File: src/rtl/core/cbp_pkg.sv
`timescale 1ns / 1ps
// Shared types, register map and pixel conversion helpers for the clipped blit.
// No dependencies; every other file of the block but cbp_fifo refers to this package by scope.
package cbp_pkg;

  localparam int unsigned CFG_DATA_W = 24;
  localparam int unsigned CFG_IDX_W  = 3;
  localparam int unsigned SIZE_W     = 13;
  localparam int unsigned POS_W      = 12;
  localparam int unsigned ADDR_W     = 26;
  localparam int unsigned PIX_W      = 24;
  localparam int unsigned RGB_W      = 24;

  localparam logic [CFG_IDX_W-1:0] REG_PICTURE_WIDTH  = 3'd0;
  localparam logic [CFG_IDX_W-1:0] REG_PICTURE_HEIGHT = 3'd1;
  localparam logic [CFG_IDX_W-1:0] REG_SCREEN_WIDTH   = 3'd2;
  localparam logic [CFG_IDX_W-1:0] REG_SCREEN_HEIGHT  = 3'd3;
  localparam logic [CFG_IDX_W-1:0] REG_SOURCE_PAN     = 3'd4;
  localparam logic [CFG_IDX_W-1:0] REG_DEST_OFFSET    = 3'd5;
  localparam logic [CFG_IDX_W-1:0] REG_PIXEL_FORMAT   = 3'd6;

  typedef enum logic [1:0] {
    FMT_RGB332   = 2'd0,
    FMT_RGB555   = 2'd1,
    FMT_RGB565   = 2'd2,
    FMT_XRGB8888 = 2'd3
  } fmt_t;

  localparam logic [SIZE_W-1:0]     RST_PICTURE_WIDTH  = 13'd640;
  localparam logic [SIZE_W-1:0]     RST_PICTURE_HEIGHT = 13'd480;
  localparam logic [SIZE_W-1:0]     RST_SCREEN_WIDTH   = 13'd640;
  localparam logic [SIZE_W-1:0]     RST_SCREEN_HEIGHT  = 13'd480;
  localparam logic [CFG_DATA_W-1:0] RST_SOURCE_PAN     = 24'd0;
  localparam logic [CFG_DATA_W-1:0] RST_DEST_OFFSET    = 24'd0;
  localparam fmt_t                  RST_PIXEL_FORMAT   = FMT_RGB565;

  typedef struct packed {
    logic [7:0] red;
    logic [7:0] green;
    logic [7:0] blue;
    logic       frame_start;
  } in_t;

  typedef struct packed {
    logic [ADDR_W-1:0] write_address;
    logic [PIX_W-1:0]  pixel_data;
    logic [2:0]        byte_count;
    logic              last_write;
  } out_t;

  function automatic logic [PIX_W-1:0] convert_pixel(logic [7:0] r, logic [7:0] g,
                                                     logic [7:0] b, fmt_t fmt);
    logic [PIX_W-1:0] v;
    case (fmt)
      FMT_RGB332: v = {16'd0, r[7:5], g[7:5], b[7:6]};
      FMT_RGB555: v = {9'd0, r[7:3], g[7:3], b[7:3]};
      FMT_RGB565: v = {8'd0, r[7:3], g[7:2], b[7:3]};
      default:    v = {r, g, b};
    endcase
    return v;
  endfunction

  function automatic logic [2:0] bytes_of(fmt_t fmt);
    logic [2:0] n;
    case (fmt)
      FMT_RGB332:   n = 3'd1;
      FMT_XRGB8888: n = 3'd4;
      default:      n = 3'd2;
    endcase
    return n;
  endfunction

endpackage

File: src/rtl/core/cbp_cfg.sv
`timescale 1ns / 1ps
// Configuration registers and the derived clip geometry (clamped sizes, corrected
// pan and offset, window end). Depends on cbp_pkg.
module cbp_cfg #(
  parameter int unsigned MAX_DIM_BITS = 12,
  localparam int unsigned DW = MAX_DIM_BITS + 1,
  localparam int unsigned CW = ((DW > cbp_pkg::POS_W) ? DW : cbp_pkg::POS_W) + 1
) (
  input  logic                                clk,
  input  logic                                rst_n,
  input  logic                                cfg_we,
  input  logic [cbp_pkg::CFG_IDX_W-1:0]       cfg_index,
  input  logic [cbp_pkg::CFG_DATA_W-1:0]      cfg_wdata,
  output logic [DW-1:0]                       pic_w,
  output logic [DW-1:0]                       pic_h,
  output logic [DW-1:0]                       scr_w,
  output logic [CW-1:0]                       pan_x,
  output logic [CW-1:0]                       pan_y,
  output logic [CW-1:0]                       off_x,
  output logic [CW-1:0]                       off_y,
  output logic [CW-1:0]                       end_x,
  output logic [CW-1:0]                       end_y,
  output cbp_pkg::fmt_t                       fmt,
  output logic                                busy
);

  localparam int unsigned EW = (DW > cbp_pkg::SIZE_W) ? DW : cbp_pkg::SIZE_W;
  localparam logic [EW-1:0] DIM_MAX = EW'(1) << MAX_DIM_BITS;
  localparam logic [1:0] SETTLE = 2'd3;
  localparam int unsigned PW = cbp_pkg::POS_W;

  logic [cbp_pkg::SIZE_W-1:0]     pic_w_r, pic_h_r, scr_w_r, scr_h_r;
  logic [cbp_pkg::CFG_DATA_W-1:0] pan_r, off_r;
  cbp_pkg::fmt_t                  fmt_r;
  logic [1:0]                     settle_r;

  logic [DW-1:0] pw_a_r, ph_a_r, sw_a_r, sh_a_r;
  logic [CW-1:0] pan_x_b_r, pan_y_b_r, off_x_b_r, off_y_b_r;
  logic [DW-1:0] win_w_b_r, win_h_b_r;
  logic [CW-1:0] end_x_c_r, end_y_c_r;

  logic [CW-1:0] px_raw, py_raw, ox_raw, oy_raw;

  function automatic logic [DW-1:0] clamp_dim(logic [cbp_pkg::SIZE_W-1:0] v);
    logic [EW-1:0] ve;
    ve = EW'(v);
    if (v == '0) return DW'(1);
    else if (ve > DIM_MAX) return DW'(DIM_MAX);
    else return DW'(ve);
  endfunction

  always_ff @(posedge clk) begin
    if (!rst_n) begin
      pic_w_r  <= cbp_pkg::RST_PICTURE_WIDTH;
      pic_h_r  <= cbp_pkg::RST_PICTURE_HEIGHT;
      scr_w_r  <= cbp_pkg::RST_SCREEN_WIDTH;
      scr_h_r  <= cbp_pkg::RST_SCREEN_HEIGHT;
      pan_r    <= cbp_pkg::RST_SOURCE_PAN;
      off_r    <= cbp_pkg::RST_DEST_OFFSET;
      fmt_r    <= cbp_pkg::RST_PIXEL_FORMAT;
      settle_r <= SETTLE;
    end else if (cfg_we) begin
      settle_r <= SETTLE;
      case (cfg_index)
        cbp_pkg::REG_PICTURE_WIDTH:  pic_w_r <= cfg_wdata[cbp_pkg::SIZE_W-1:0];
        cbp_pkg::REG_PICTURE_HEIGHT: pic_h_r <= cfg_wdata[cbp_pkg::SIZE_W-1:0];
        cbp_pkg::REG_SCREEN_WIDTH:   scr_w_r <= cfg_wdata[cbp_pkg::SIZE_W-1:0];
        cbp_pkg::REG_SCREEN_HEIGHT:  scr_h_r <= cfg_wdata[cbp_pkg::SIZE_W-1:0];
        cbp_pkg::REG_SOURCE_PAN:     pan_r   <= cfg_wdata;
        cbp_pkg::REG_DEST_OFFSET:    off_r   <= cfg_wdata;
        cbp_pkg::REG_PIXEL_FORMAT:   fmt_r   <= cbp_pkg::fmt_t'(cfg_wdata[1:0]);
        default: ;
      endcase
    end else if (settle_r != '0) begin
      settle_r <= settle_r - 2'd1;
    end
  end

  assign px_raw = CW'(pan_r[PW-1:0]);
  assign py_raw = CW'(pan_r[2*PW-1:PW]);
  assign ox_raw = CW'(off_r[PW-1:0]);
  assign oy_raw = CW'(off_r[2*PW-1:PW]);

  // Geometry pipeline: clamp, then correct pan/offset, then window end.
  always_ff @(posedge clk) begin
    pw_a_r <= clamp_dim(pic_w_r);
    ph_a_r <= clamp_dim(pic_h_r);
    sw_a_r <= clamp_dim(scr_w_r);
    sh_a_r <= clamp_dim(scr_h_r);

    // pan beyond the picture/screen slack falls back to zero
    pan_x_b_r <= (px_raw + CW'(sw_a_r) > CW'(pw_a_r)) ? '0 : px_raw;
    pan_y_b_r <= (py_raw + CW'(sh_a_r) > CW'(ph_a_r)) ? '0 : py_raw;
    // offset that pushes the picture off the screen falls back to zero
    off_x_b_r <= (ox_raw + CW'(pw_a_r) > CW'(sw_a_r)) ? '0 : ox_raw;
    off_y_b_r <= (oy_raw + CW'(ph_a_r) > CW'(sh_a_r)) ? '0 : oy_raw;
    win_w_b_r <= (pw_a_r < sw_a_r) ? pw_a_r : sw_a_r;
    win_h_b_r <= (ph_a_r < sh_a_r) ? ph_a_r : sh_a_r;

    end_x_c_r <= pan_x_b_r + CW'(win_w_b_r);
    end_y_c_r <= pan_y_b_r + CW'(win_h_b_r);
  end

  assign pic_w = pw_a_r;
  assign pic_h = ph_a_r;
  assign scr_w = sw_a_r;
  assign pan_x = pan_x_b_r;
  assign pan_y = pan_y_b_r;
  assign off_x = off_x_b_r;
  assign off_y = off_y_b_r;
  assign end_x = end_x_c_r;
  assign end_y = end_y_c_r;
  assign fmt   = fmt_r;
  assign busy  = (settle_r != '0);

endmodule

File: src/rtl/core/cbp_front.sv
`timescale 1ns / 1ps
// Front end: accepts pixels, tracks source column/row, clips against the window
// and pushes visible pixels with their screen line and column. Depends on cbp_pkg.
module cbp_front #(
  parameter int unsigned MAX_DIM_BITS = 12,
  localparam int unsigned DW = MAX_DIM_BITS + 1,
  localparam int unsigned CW = ((DW > cbp_pkg::POS_W) ? DW : cbp_pkg::POS_W) + 1,
  localparam int unsigned QW = cbp_pkg::RGB_W + 1 + 2 * CW
) (
  input  logic           clk,
  input  logic           rst_n,
  input  logic           in_valid,
  output logic           in_ready,
  input  cbp_pkg::in_t   in_data,
  input  logic [DW-1:0]  pic_w,
  input  logic [DW-1:0]  pic_h,
  input  logic [CW-1:0]  pan_x,
  input  logic [CW-1:0]  pan_y,
  input  logic [CW-1:0]  off_x,
  input  logic [CW-1:0]  off_y,
  input  logic [CW-1:0]  end_x,
  input  logic [CW-1:0]  end_y,
  input  logic           busy,
  input  logic           q_full,
  output logic           push,
  output logic [QW-1:0]  push_data
);

  localparam int unsigned MW = MAX_DIM_BITS;

  logic [MW-1:0] col_r, row_r, col_nxt, row_nxt;
  logic [MW-1:0] col_cur, row_cur;
  logic [CW-1:0] colx, rowx, col_inc, row_inc, line, xpos;
  logic          accept, in_win, last;

  assign in_ready = !q_full && !busy;
  assign accept   = in_valid && in_ready;

  assign col_cur = in_data.frame_start ? '0 : col_r;
  assign row_cur = in_data.frame_start ? '0 : row_r;
  assign colx    = CW'(col_cur);
  assign rowx    = CW'(row_cur);
  assign col_inc = colx + CW'(1);
  assign row_inc = rowx + CW'(1);

  assign in_win = (colx >= pan_x) && (colx < end_x) && (rowx >= pan_y) && (rowx < end_y);
  assign last   = (col_inc == end_x) && (row_inc == end_y);
  // only meaningful inside the window, where both stay non-negative
  assign line   = rowx - pan_y + off_y;
  assign xpos   = colx - pan_x + off_x;

  assign push      = accept && in_win;
  assign push_data = {in_data.red, in_data.green, in_data.blue, last, line, xpos};

  always_comb begin
    if (col_inc >= CW'(pic_w)) begin
      col_nxt = '0;
      row_nxt = (row_inc >= CW'(pic_h)) ? '0 : row_inc[MW-1:0];
    end else begin
      col_nxt = col_inc[MW-1:0];
      row_nxt = row_cur;
    end
  end

  always_ff @(posedge clk) begin
    if (!rst_n) begin
      col_r <= '0;
      row_r <= '0;
    end else if (accept) begin
      col_r <= col_nxt;
      row_r <= row_nxt;
    end
  end

endmodule

File: src/rtl/core/cbp_fifo.sv
`timescale 1ns / 1ps
// Small register queue between front and back end.
// Standalone; no package use.
module cbp_fifo #(
  parameter int unsigned WIDTH = 49,
  parameter int unsigned DEPTH = 4,
  localparam int unsigned AW = (DEPTH > 1) ? $clog2(DEPTH) : 1,
  localparam int unsigned NW = $clog2(DEPTH + 1)
) (
  input  logic             clk,
  input  logic             rst_n,
  input  logic             push,
  input  logic [WIDTH-1:0] push_data,
  output logic             full,
  input  logic             pop,
  output logic             not_empty,
  output logic [WIDTH-1:0] pop_data
);

  logic [WIDTH-1:0] mem_r [DEPTH];
  logic [AW-1:0]    wr_ptr_r, rd_ptr_r;
  logic [NW-1:0]    count_r;
  logic             do_push, do_pop;

  assign full      = (count_r == NW'(DEPTH));
  assign not_empty = (count_r != '0);
  assign pop_data  = mem_r[rd_ptr_r];
  assign do_push   = push && !full;
  assign do_pop    = pop && not_empty;

  always_ff @(posedge clk) begin
    if (do_push) begin
      mem_r[wr_ptr_r] <= push_data;
    end
  end

  always_ff @(posedge clk) begin
    if (!rst_n) begin
      wr_ptr_r <= '0;
      rd_ptr_r <= '0;
      count_r  <= '0;
    end else begin
      if (do_push) begin
        wr_ptr_r <= (wr_ptr_r == AW'(DEPTH - 1)) ? '0 : wr_ptr_r + AW'(1);
      end
      if (do_pop) begin
        rd_ptr_r <= (rd_ptr_r == AW'(DEPTH - 1)) ? '0 : rd_ptr_r + AW'(1);
      end
      if (do_push && !do_pop) begin
        count_r <= count_r + NW'(1);
      end else if (do_pop && !do_push) begin
        count_r <= count_r - NW'(1);
      end
    end
  end

endmodule

File: src/rtl/core/cbp_back.sv
`timescale 1ns / 1ps
// Back end: line times pitch, byte address scaling and format conversion,
// ending in the output register. Depends on cbp_pkg.
module cbp_back #(
  parameter int unsigned MAX_DIM_BITS = 12,
  localparam int unsigned DW = MAX_DIM_BITS + 1,
  localparam int unsigned CW = ((DW > cbp_pkg::POS_W) ? DW : cbp_pkg::POS_W) + 1,
  localparam int unsigned QW = cbp_pkg::RGB_W + 1 + 2 * CW
) (
  input  logic           clk,
  input  logic           rst_n,
  input  logic           q_valid,
  input  logic [QW-1:0]  q_data,
  output logic           q_pop,
  input  logic [DW-1:0]  scr_w,
  input  cbp_pkg::fmt_t  fmt,
  output logic           out_valid,
  input  logic           out_ready,
  output cbp_pkg::out_t  out_data
);

  localparam int unsigned PRW = CW + DW;
  localparam int unsigned PSW = PRW + 1;
  localparam int unsigned AFW = (PSW + 2 > cbp_pkg::ADDR_W) ? PSW + 2 : cbp_pkg::ADDR_W;

  logic                      advance;
  logic [cbp_pkg::RGB_W-1:0] q_rgb;
  logic                      q_last;
  logic [CW-1:0]             q_line, q_xpos;

  logic                      s1_valid_r;
  logic [PRW-1:0]            prod_r;
  logic [CW-1:0]             xpos_r;
  logic [cbp_pkg::RGB_W-1:0] rgb_r;
  logic                      last_r;

  logic [PSW-1:0]            pos;
  logic [AFW-1:0]            pos_ext, addr_full;

  logic                      out_valid_r;
  cbp_pkg::out_t             out_data_r;

  assign q_rgb  = q_data[QW-1 -: cbp_pkg::RGB_W];
  assign q_last = q_data[2*CW];
  assign q_line = q_data[2*CW-1:CW];
  assign q_xpos = q_data[CW-1:0];

  // whole pipe moves unless the output register is full and stalled
  assign advance = !out_valid_r || out_ready;
  assign q_pop   = advance && q_valid;

  always_ff @(posedge clk) begin
    if (!rst_n) begin
      s1_valid_r <= 1'b0;
    end else if (advance) begin
      s1_valid_r <= q_valid;
    end
  end

  always_ff @(posedge clk) begin
    if (q_pop) begin
      prod_r <= PRW'(q_line) * PRW'(scr_w);
      xpos_r <= q_xpos;
      rgb_r  <= q_rgb;
      last_r <= q_last;
    end
  end

  always_comb begin
    pos     = PSW'(prod_r) + PSW'(xpos_r);
    pos_ext = AFW'(pos);
    case (fmt)
      cbp_pkg::FMT_RGB332:   addr_full = pos_ext;
      cbp_pkg::FMT_XRGB8888: addr_full = pos_ext << 2;
      default:               addr_full = pos_ext << 1;
    endcase
  end

  always_ff @(posedge clk) begin
    if (!rst_n) begin
      out_valid_r <= 1'b0;
    end else if (advance) begin
      out_valid_r <= s1_valid_r;
    end
  end

  always_ff @(posedge clk) begin
    if (advance && s1_valid_r) begin
      out_data_r.write_address <= addr_full[cbp_pkg::ADDR_W-1:0];
      out_data_r.pixel_data    <= cbp_pkg::convert_pixel(rgb_r[23:16], rgb_r[15:8],
                                                         rgb_r[7:0], fmt);
      out_data_r.byte_count    <= cbp_pkg::bytes_of(fmt);
      out_data_r.last_write    <= last_r;
    end
  end

  assign out_valid = out_valid_r;
  assign out_data  = out_data_r;

endmodule

File: src/rtl/core/clipped_blit_pixel_format_convert.sv
`timescale 1ns / 1ps
// Clipped blit with RGB888 to RGB332/RGB555/RGB565/XRGB8888 conversion.
// Top level; depends on cbp_pkg, cbp_cfg, cbp_front, cbp_fifo and cbp_back.
//
// Usage:
//   in_*   : one RGB888 picture pixel per beat in raster order; frame_start on the
//            first pixel of a picture restarts the column/row counters.
//   out_*  : one framebuffer write per visible pixel (byte address, converted
//            data, byte count, last flag). Clipped pixels produce no beat.
//   cfg_*  : write-only register port, write enable plus index and data.
// Throughput is one pixel per clock while in_ready is high and the receiver keeps
// out_ready high: the front end classifies a pixel combinationally and the back end
// is a two-stage pipe (pitch multiply, then address scale and conversion into the
// output register). A visible pixel passes the queue, the pitch-multiply stage and
// the output register, and waits longer if the queue holds earlier writes.
// After reset and after every register write in_ready stays low while the clip
// geometry pipeline settles; reset also sets the counters to column 0, row 0.
// When the receiver stalls the back end holds its output, the queue of FIFO_DEPTH
// entries fills, and then in_ready drops until the output drains.
module clipped_blit_pixel_format_convert #(
  parameter int unsigned MAX_DIM_BITS = 12,
  parameter int unsigned FIFO_DEPTH   = 4
) (
  input  logic                           clk,
  input  logic                           rst_n,
  input  logic                           in_valid,
  output logic                           in_ready,
  input  cbp_pkg::in_t                   in_data,
  output logic                           out_valid,
  input  logic                           out_ready,
  output cbp_pkg::out_t                  out_data,
  input  logic                           cfg_we,
  input  logic [cbp_pkg::CFG_IDX_W-1:0]  cfg_index,
  input  logic [cbp_pkg::CFG_DATA_W-1:0] cfg_wdata
);

  localparam int unsigned DW = MAX_DIM_BITS + 1;
  localparam int unsigned CW = ((DW > cbp_pkg::POS_W) ? DW : cbp_pkg::POS_W) + 1;
  localparam int unsigned QW = cbp_pkg::RGB_W + 1 + 2 * CW;

  logic [DW-1:0] pic_w, pic_h, scr_w;
  logic [CW-1:0] pan_x, pan_y, off_x, off_y, end_x, end_y;
  cbp_pkg::fmt_t fmt;
  logic          busy;

  logic          push, q_full, q_pop, q_valid;
  logic [QW-1:0] push_data, q_data;

  cbp_cfg #(.MAX_DIM_BITS(MAX_DIM_BITS)) u_cfg (
    .clk       (clk),
    .rst_n     (rst_n),
    .cfg_we    (cfg_we),
    .cfg_index (cfg_index),
    .cfg_wdata (cfg_wdata),
    .pic_w     (pic_w),
    .pic_h     (pic_h),
    .scr_w     (scr_w),
    .pan_x     (pan_x),
    .pan_y     (pan_y),
    .off_x     (off_x),
    .off_y     (off_y),
    .end_x     (end_x),
    .end_y     (end_y),
    .fmt       (fmt),
    .busy      (busy)
  );

  cbp_front #(.MAX_DIM_BITS(MAX_DIM_BITS)) u_front (
    .clk       (clk),
    .rst_n     (rst_n),
    .in_valid  (in_valid),
    .in_ready  (in_ready),
    .in_data   (in_data),
    .pic_w     (pic_w),
    .pic_h     (pic_h),
    .pan_x     (pan_x),
    .pan_y     (pan_y),
    .off_x     (off_x),
    .off_y     (off_y),
    .end_x     (end_x),
    .end_y     (end_y),
    .busy      (busy),
    .q_full    (q_full),
    .push      (push),
    .push_data (push_data)
  );

  cbp_fifo #(.WIDTH(QW), .DEPTH(FIFO_DEPTH)) u_fifo (
    .clk       (clk),
    .rst_n     (rst_n),
    .push      (push),
    .push_data (push_data),
    .full      (q_full),
    .pop       (q_pop),
    .not_empty (q_valid),
    .pop_data  (q_data)
  );

  cbp_back #(.MAX_DIM_BITS(MAX_DIM_BITS)) u_back (
    .clk       (clk),
    .rst_n     (rst_n),
    .q_valid   (q_valid),
    .q_data    (q_data),
    .q_pop     (q_pop),
    .scr_w     (scr_w),
    .fmt       (fmt),
    .out_valid (out_valid),
    .out_ready (out_ready),
    .out_data  (out_data)
  );

endmodule
File: config.mk
export PLATFORM = sky130hd
export DESIGN_NAME = clipped_blit_pixel_format_convert
export DESIGN_NICKNAME = d
export VERILOG_FILES = /design/src/rtl/core/cbp_pkg.sv /design/src/rtl/core/cbp_cfg.sv /design/src/rtl/core/cbp_front.sv /design/src/rtl/core/cbp_fifo.sv /design/src/rtl/core/cbp_back.sv /design/src/rtl/core/clipped_blit_pixel_format_convert.sv
export SDC_FILE = /design/constraint.sdc
export NUM_CORES = 2
export LEC_CHECK = 0
export BUFFER_PORTS_ARGS = -buffer_cell sky130_fd_sc_hd__clkbuf_2
export CORE_MARGIN = 2
export CORE_UTILIZATION = 50
export DETAILED_ROUTE_END_ITERATION = 16
export PLACE_DENSITY = 0.69
export SYNTH_ARGS = -nofsm -noshare
export SYNTH_HDL_FRONTEND = slang
export SYNTH_HIERARCHICAL = 1
export SYNTH_SLANG_ARGS = --single-unit
File: constraint.sdc
create_clock -name clk -period 6.1 [get_ports clk]
set_clock_uncertainty 0.2 [all_clocks]
set_input_delay 1.525 -clock clk [delete_from_list [all_inputs] [get_ports clk]]
set_output_delay 1.525 -clock clk [all_outputs]
set_load 0.02 [all_outputs]
==> results by group <==
Pwr
  • Switching part of the total: 26.1%
  • Leak Pwr: 18.3 nW
  • Internal power component: 7.45 mW
  • PD cells: 233 nW/µm²
  • Peak supply drop: 0.215 mV
  • Switching pwr: 2.64 mW
  • Combinational share of power: 14.3%
  • Reg power frac: 46.2%
  • Clock power share: 39.5%

Global route
  • Global-route wire length before repair: 145000 µm
  • Largest net degree at the start of global routing: 75
  • Grt ovf: 0
  • Vias in the first global route: 26.4k
  • GRT Util Overall: 23.5%
  • Initial antenna violation count: 1

Worst setup path
  • Worst path required time: 6.26 ns
  • Crit. End Element: register
  • Arrival @ worst endpoint: 6.29 ns
  • Crit path launch type: register
  • Critical path type: reg2reg
  • Crit-path max FO: 4

CTS
  • CTS clk-pin slew, worst paths: 0.06 ns
  • H-Tree Depth: 3
  • Clock Tree Root: clkbuf_16
  • Clock sinks: 624
  • Clock Path Buffers: 3
  • CTS Hold Bufs: 0
  • Clk_lat worst skew: 0.62 ns
  • CTS buffer count: 66
  • CTS tree: done

Synth
  • YS warnings: 6
  • Number of distinct library cells after synthesis: 103
  • Cell count after synthesis: 3684
  • Sequential-to-total area share from yosys stat: 40.8%
  • Async set-or-reset flop fraction in the synthesized netlist: 0%
  • Number of synthesized flops with an enable pin: 331
  • Mapped Area: 38800 µm²
  • Top_reg_cell synth: edfxtp_1
  • Synth Area per Inst: 10.5 µm²
  • Yosys reg bits: 624

Drt
  • Drt initial violations: 1975
  • Final WL: 93300 µm
  • Routed len/inst: 18.9 µm
  • Avg Vias per Cell: 5.52
  • Vias: 27.2k
  • Pre-antenna DRT Iters: 6
  • Residual DRC count: 0
  • Antenna-violating nets left: 0

Run status
  • Failing checks: setup timing
  • Status: complete, but fails checks

Placed design
  • IO buf count: 112
  • Dpl cells: 4788
  • RePlAce Congestion: 0.932
  • Post-DP HPWL: 71500 µm

Floorplanning
  • Die Y: 283 µm
  • Starting Density: 50.3%
  • Die area: 79800 µm²
  • IO Pins: 113
  • Core area: 77100 µm²
  • Die Span X: 283 µm
  • Row count: 102

STA
  • Final hold slack: 0.227 ns
  • # setup viols final: 1
  • Worst setup margin: -0.0278 ns
  • RSZ-0062 raised after global routing: true
  • Fin crit share: 100%
  • Slew @ Worst Pin: 1.28 ns
  • Fmax: 0.163 GHz
  • Setup Total Neg Slack: -0.0278 ns
  • Fin. Hold Viols: 0
  • Fin crit period: 6.13 ns
  • Slew Viols, Final: 0
  • Rel. slew slack: 14.4%

Min path
  • Min-delay worst type: reg2reg

Final layout
  • Nets@finish: 4404
  • Share of layout cells above drive strength 1: 12.5%
  • Synth-to-Final Area Change: 11.7%
  • Final std cells w/o fill: 4933

Flow run
  • Max Cap Viol: 0
[final timing paths]
| kind | to | slack, ns | from | depth (start not counted) |
|---|---|---|---|---|
| worst max-delay path | u_back/prod_r[22] | -0.03 | register | 20 |
| worst min-delay path | u_back/out_data[0] | 0.23 | u_back/last_r | 0 |
| worst max register to register | u_back/prod_r[22] | -0.03 | register | 20 |
| worst min register to register | u_back/out_data[0] | 0.23 | u_back/last_r | 0 |
[stage by stage]
step	instance area [µm²]	util, %	power [mW]	worst slack, ns
global route	43300	56.2	10.5	-0.212
finish	43300	56.2	10.1	-0.0278
global placement	40700	52.9	6.12	-0.000583
detailed placement	40700	52.9	6.15	-0.0944
CTS	43100	55.9	10.1	0.00375
floorplan	38900	-	5.72	0.000251
[layout make-up]
class                      count  area, µm²
antenna                        2       5.00
tap                         1040       1300
timing repair buffer         240       1650
inverter                     384       1450
clock inverter                37        383
sequential                   624      15800
multi-input combinational   2522      20900
clock buffer                  84       1800
fill                        6656      33800
[worst max-delay path: stages (launching register included)]
cell and delay, ns:
dfxtp_4 0.38, buf_6 0.11, mux4_2 0.56, buf_4 0.18, and2_1 0.16, fa_1 0.53
inv_1 0.06, fa_1 0.54, inv_1 0.06, fa_1 0.50, fa_1 0.54, inv_1 0.05
fa_1 0.52, inv_1 0.04, ha_1 0.33, a211o_1 0.29, a31o_2 0.28, a211oi_2 0.20
o21bai_1 0.08, a21oi_1 0.18, xnor2_1 0.09
[cells in the mapped netlist (all sizes together), types with 13 or more instances]
library cell / number / area [µm²]
clkbuf: 102 / 384
a211oi: 29 / 228
o21bai: 17 / 131
nand4: 34 / 213
mux2i: 19 / 190
nand2b: 13 / 81.3
a22oi: 34 / 255
ha: 346 / 4330
o211ai: 28 / 215
dfxtp: 293 / 5870
mux4: 53 / 1200
xor2: 53 / 479
a21boi: 99 / 743
a21o: 66 / 495
nor3b: 22 / 225
nor2b: 101 / 639
edfxtp: 331 / 9940
nor2: 141 / 532
o21ai: 108 / 548
o311a: 14 / 140
nand2: 442 / 1670
inv: 382 / 1440
xnor2: 116 / 1020
and2: 106 / 663
and3: 39 / 244
nor4: 21 / 131
nand4b: 13 / 114
a31oi: 16 / 100
nor3: 30 / 155
o21a: 33 / 248
nand3: 86 / 430
a21oi: 125 / 626
buf: 61 / 495
fa: 163 / 3260
a221oi: 19 / 179
[layer usage]
layer | part of all wire, % | vias up | GRT usage [%]
met5 | 0 | - | 0
met4 | 3.2 | 0 | 8.05
met3 | 6.0 | 175 | 3.54
met2 | 47 | 819 | 39.0
met1 | 44 | 13000 | 31.3
li1 | - | 13200 | -
[cell families after synthesis]
family | share of synthesized area, %
AO/OA/AOI/OAI | 12.2
XOR/XNOR | 3.87
buffers and inverters | 5.99
other | 0.00967
adder cells (fa/ha/maj) | 19.6
flip-flops | 40.8
AND/OR/NAND/NOR | 13.9
multiplexers | 3.63
[repair_timing]
item	4_1_cts	5_1_grt
pin swaps	3	33
cloned	2	0
setup endpoints to repair	3	10
setup buffers	13	7
gates resized for setup	8	29
[power groups by stage]
stage	sequential (mW)	combinational (mW)	clock, mW
floorplan	4.71	1.02	0
global placement	4.75	1.37	0
detailed placement	4.75	1.40	0
CTS	4.66	1.41	4.08
global route	4.67	1.60	4.22
finish	4.66	1.44	3.98
[placed cells by master (no fill, tap or decap), types with 27 or more instances in the layout]
cell type	count
nand2_1	439
inv_1	372
ha_1	337
edfxtp_1	331
dfxtp_1	291
fa_1	163
nor2_1	140
a21oi_1	117
buf_4	116
xnor2_1	115
clkbuf_2	111
nor2b_1	100
and2_1	92
o21ai_0	88
nand3_1	86
a21boi_1	79
clkbuf_16	66
a21o_1	66
mux4_2	51
xor2_1	51
and3_1	39
nand4_1	34
a22oi_1	34
o21a_1	33
nor3_1	28
o211ai_1	27
[flip-flops by register name (all words and copies together), names as in the netlist, 14 cells and up, named ones only]
register,cells
u_back/out_data,54
u_back/prod_r,26
u_back/rgb_r,24
u_back/xpos_r,14
u_cfg/end_x,14
u_cfg/end_y,14
u_cfg/off_r,24
u_cfg/pan_r,24
u_fifo/mem_r,212
Power figures use the tool's default switching activity.
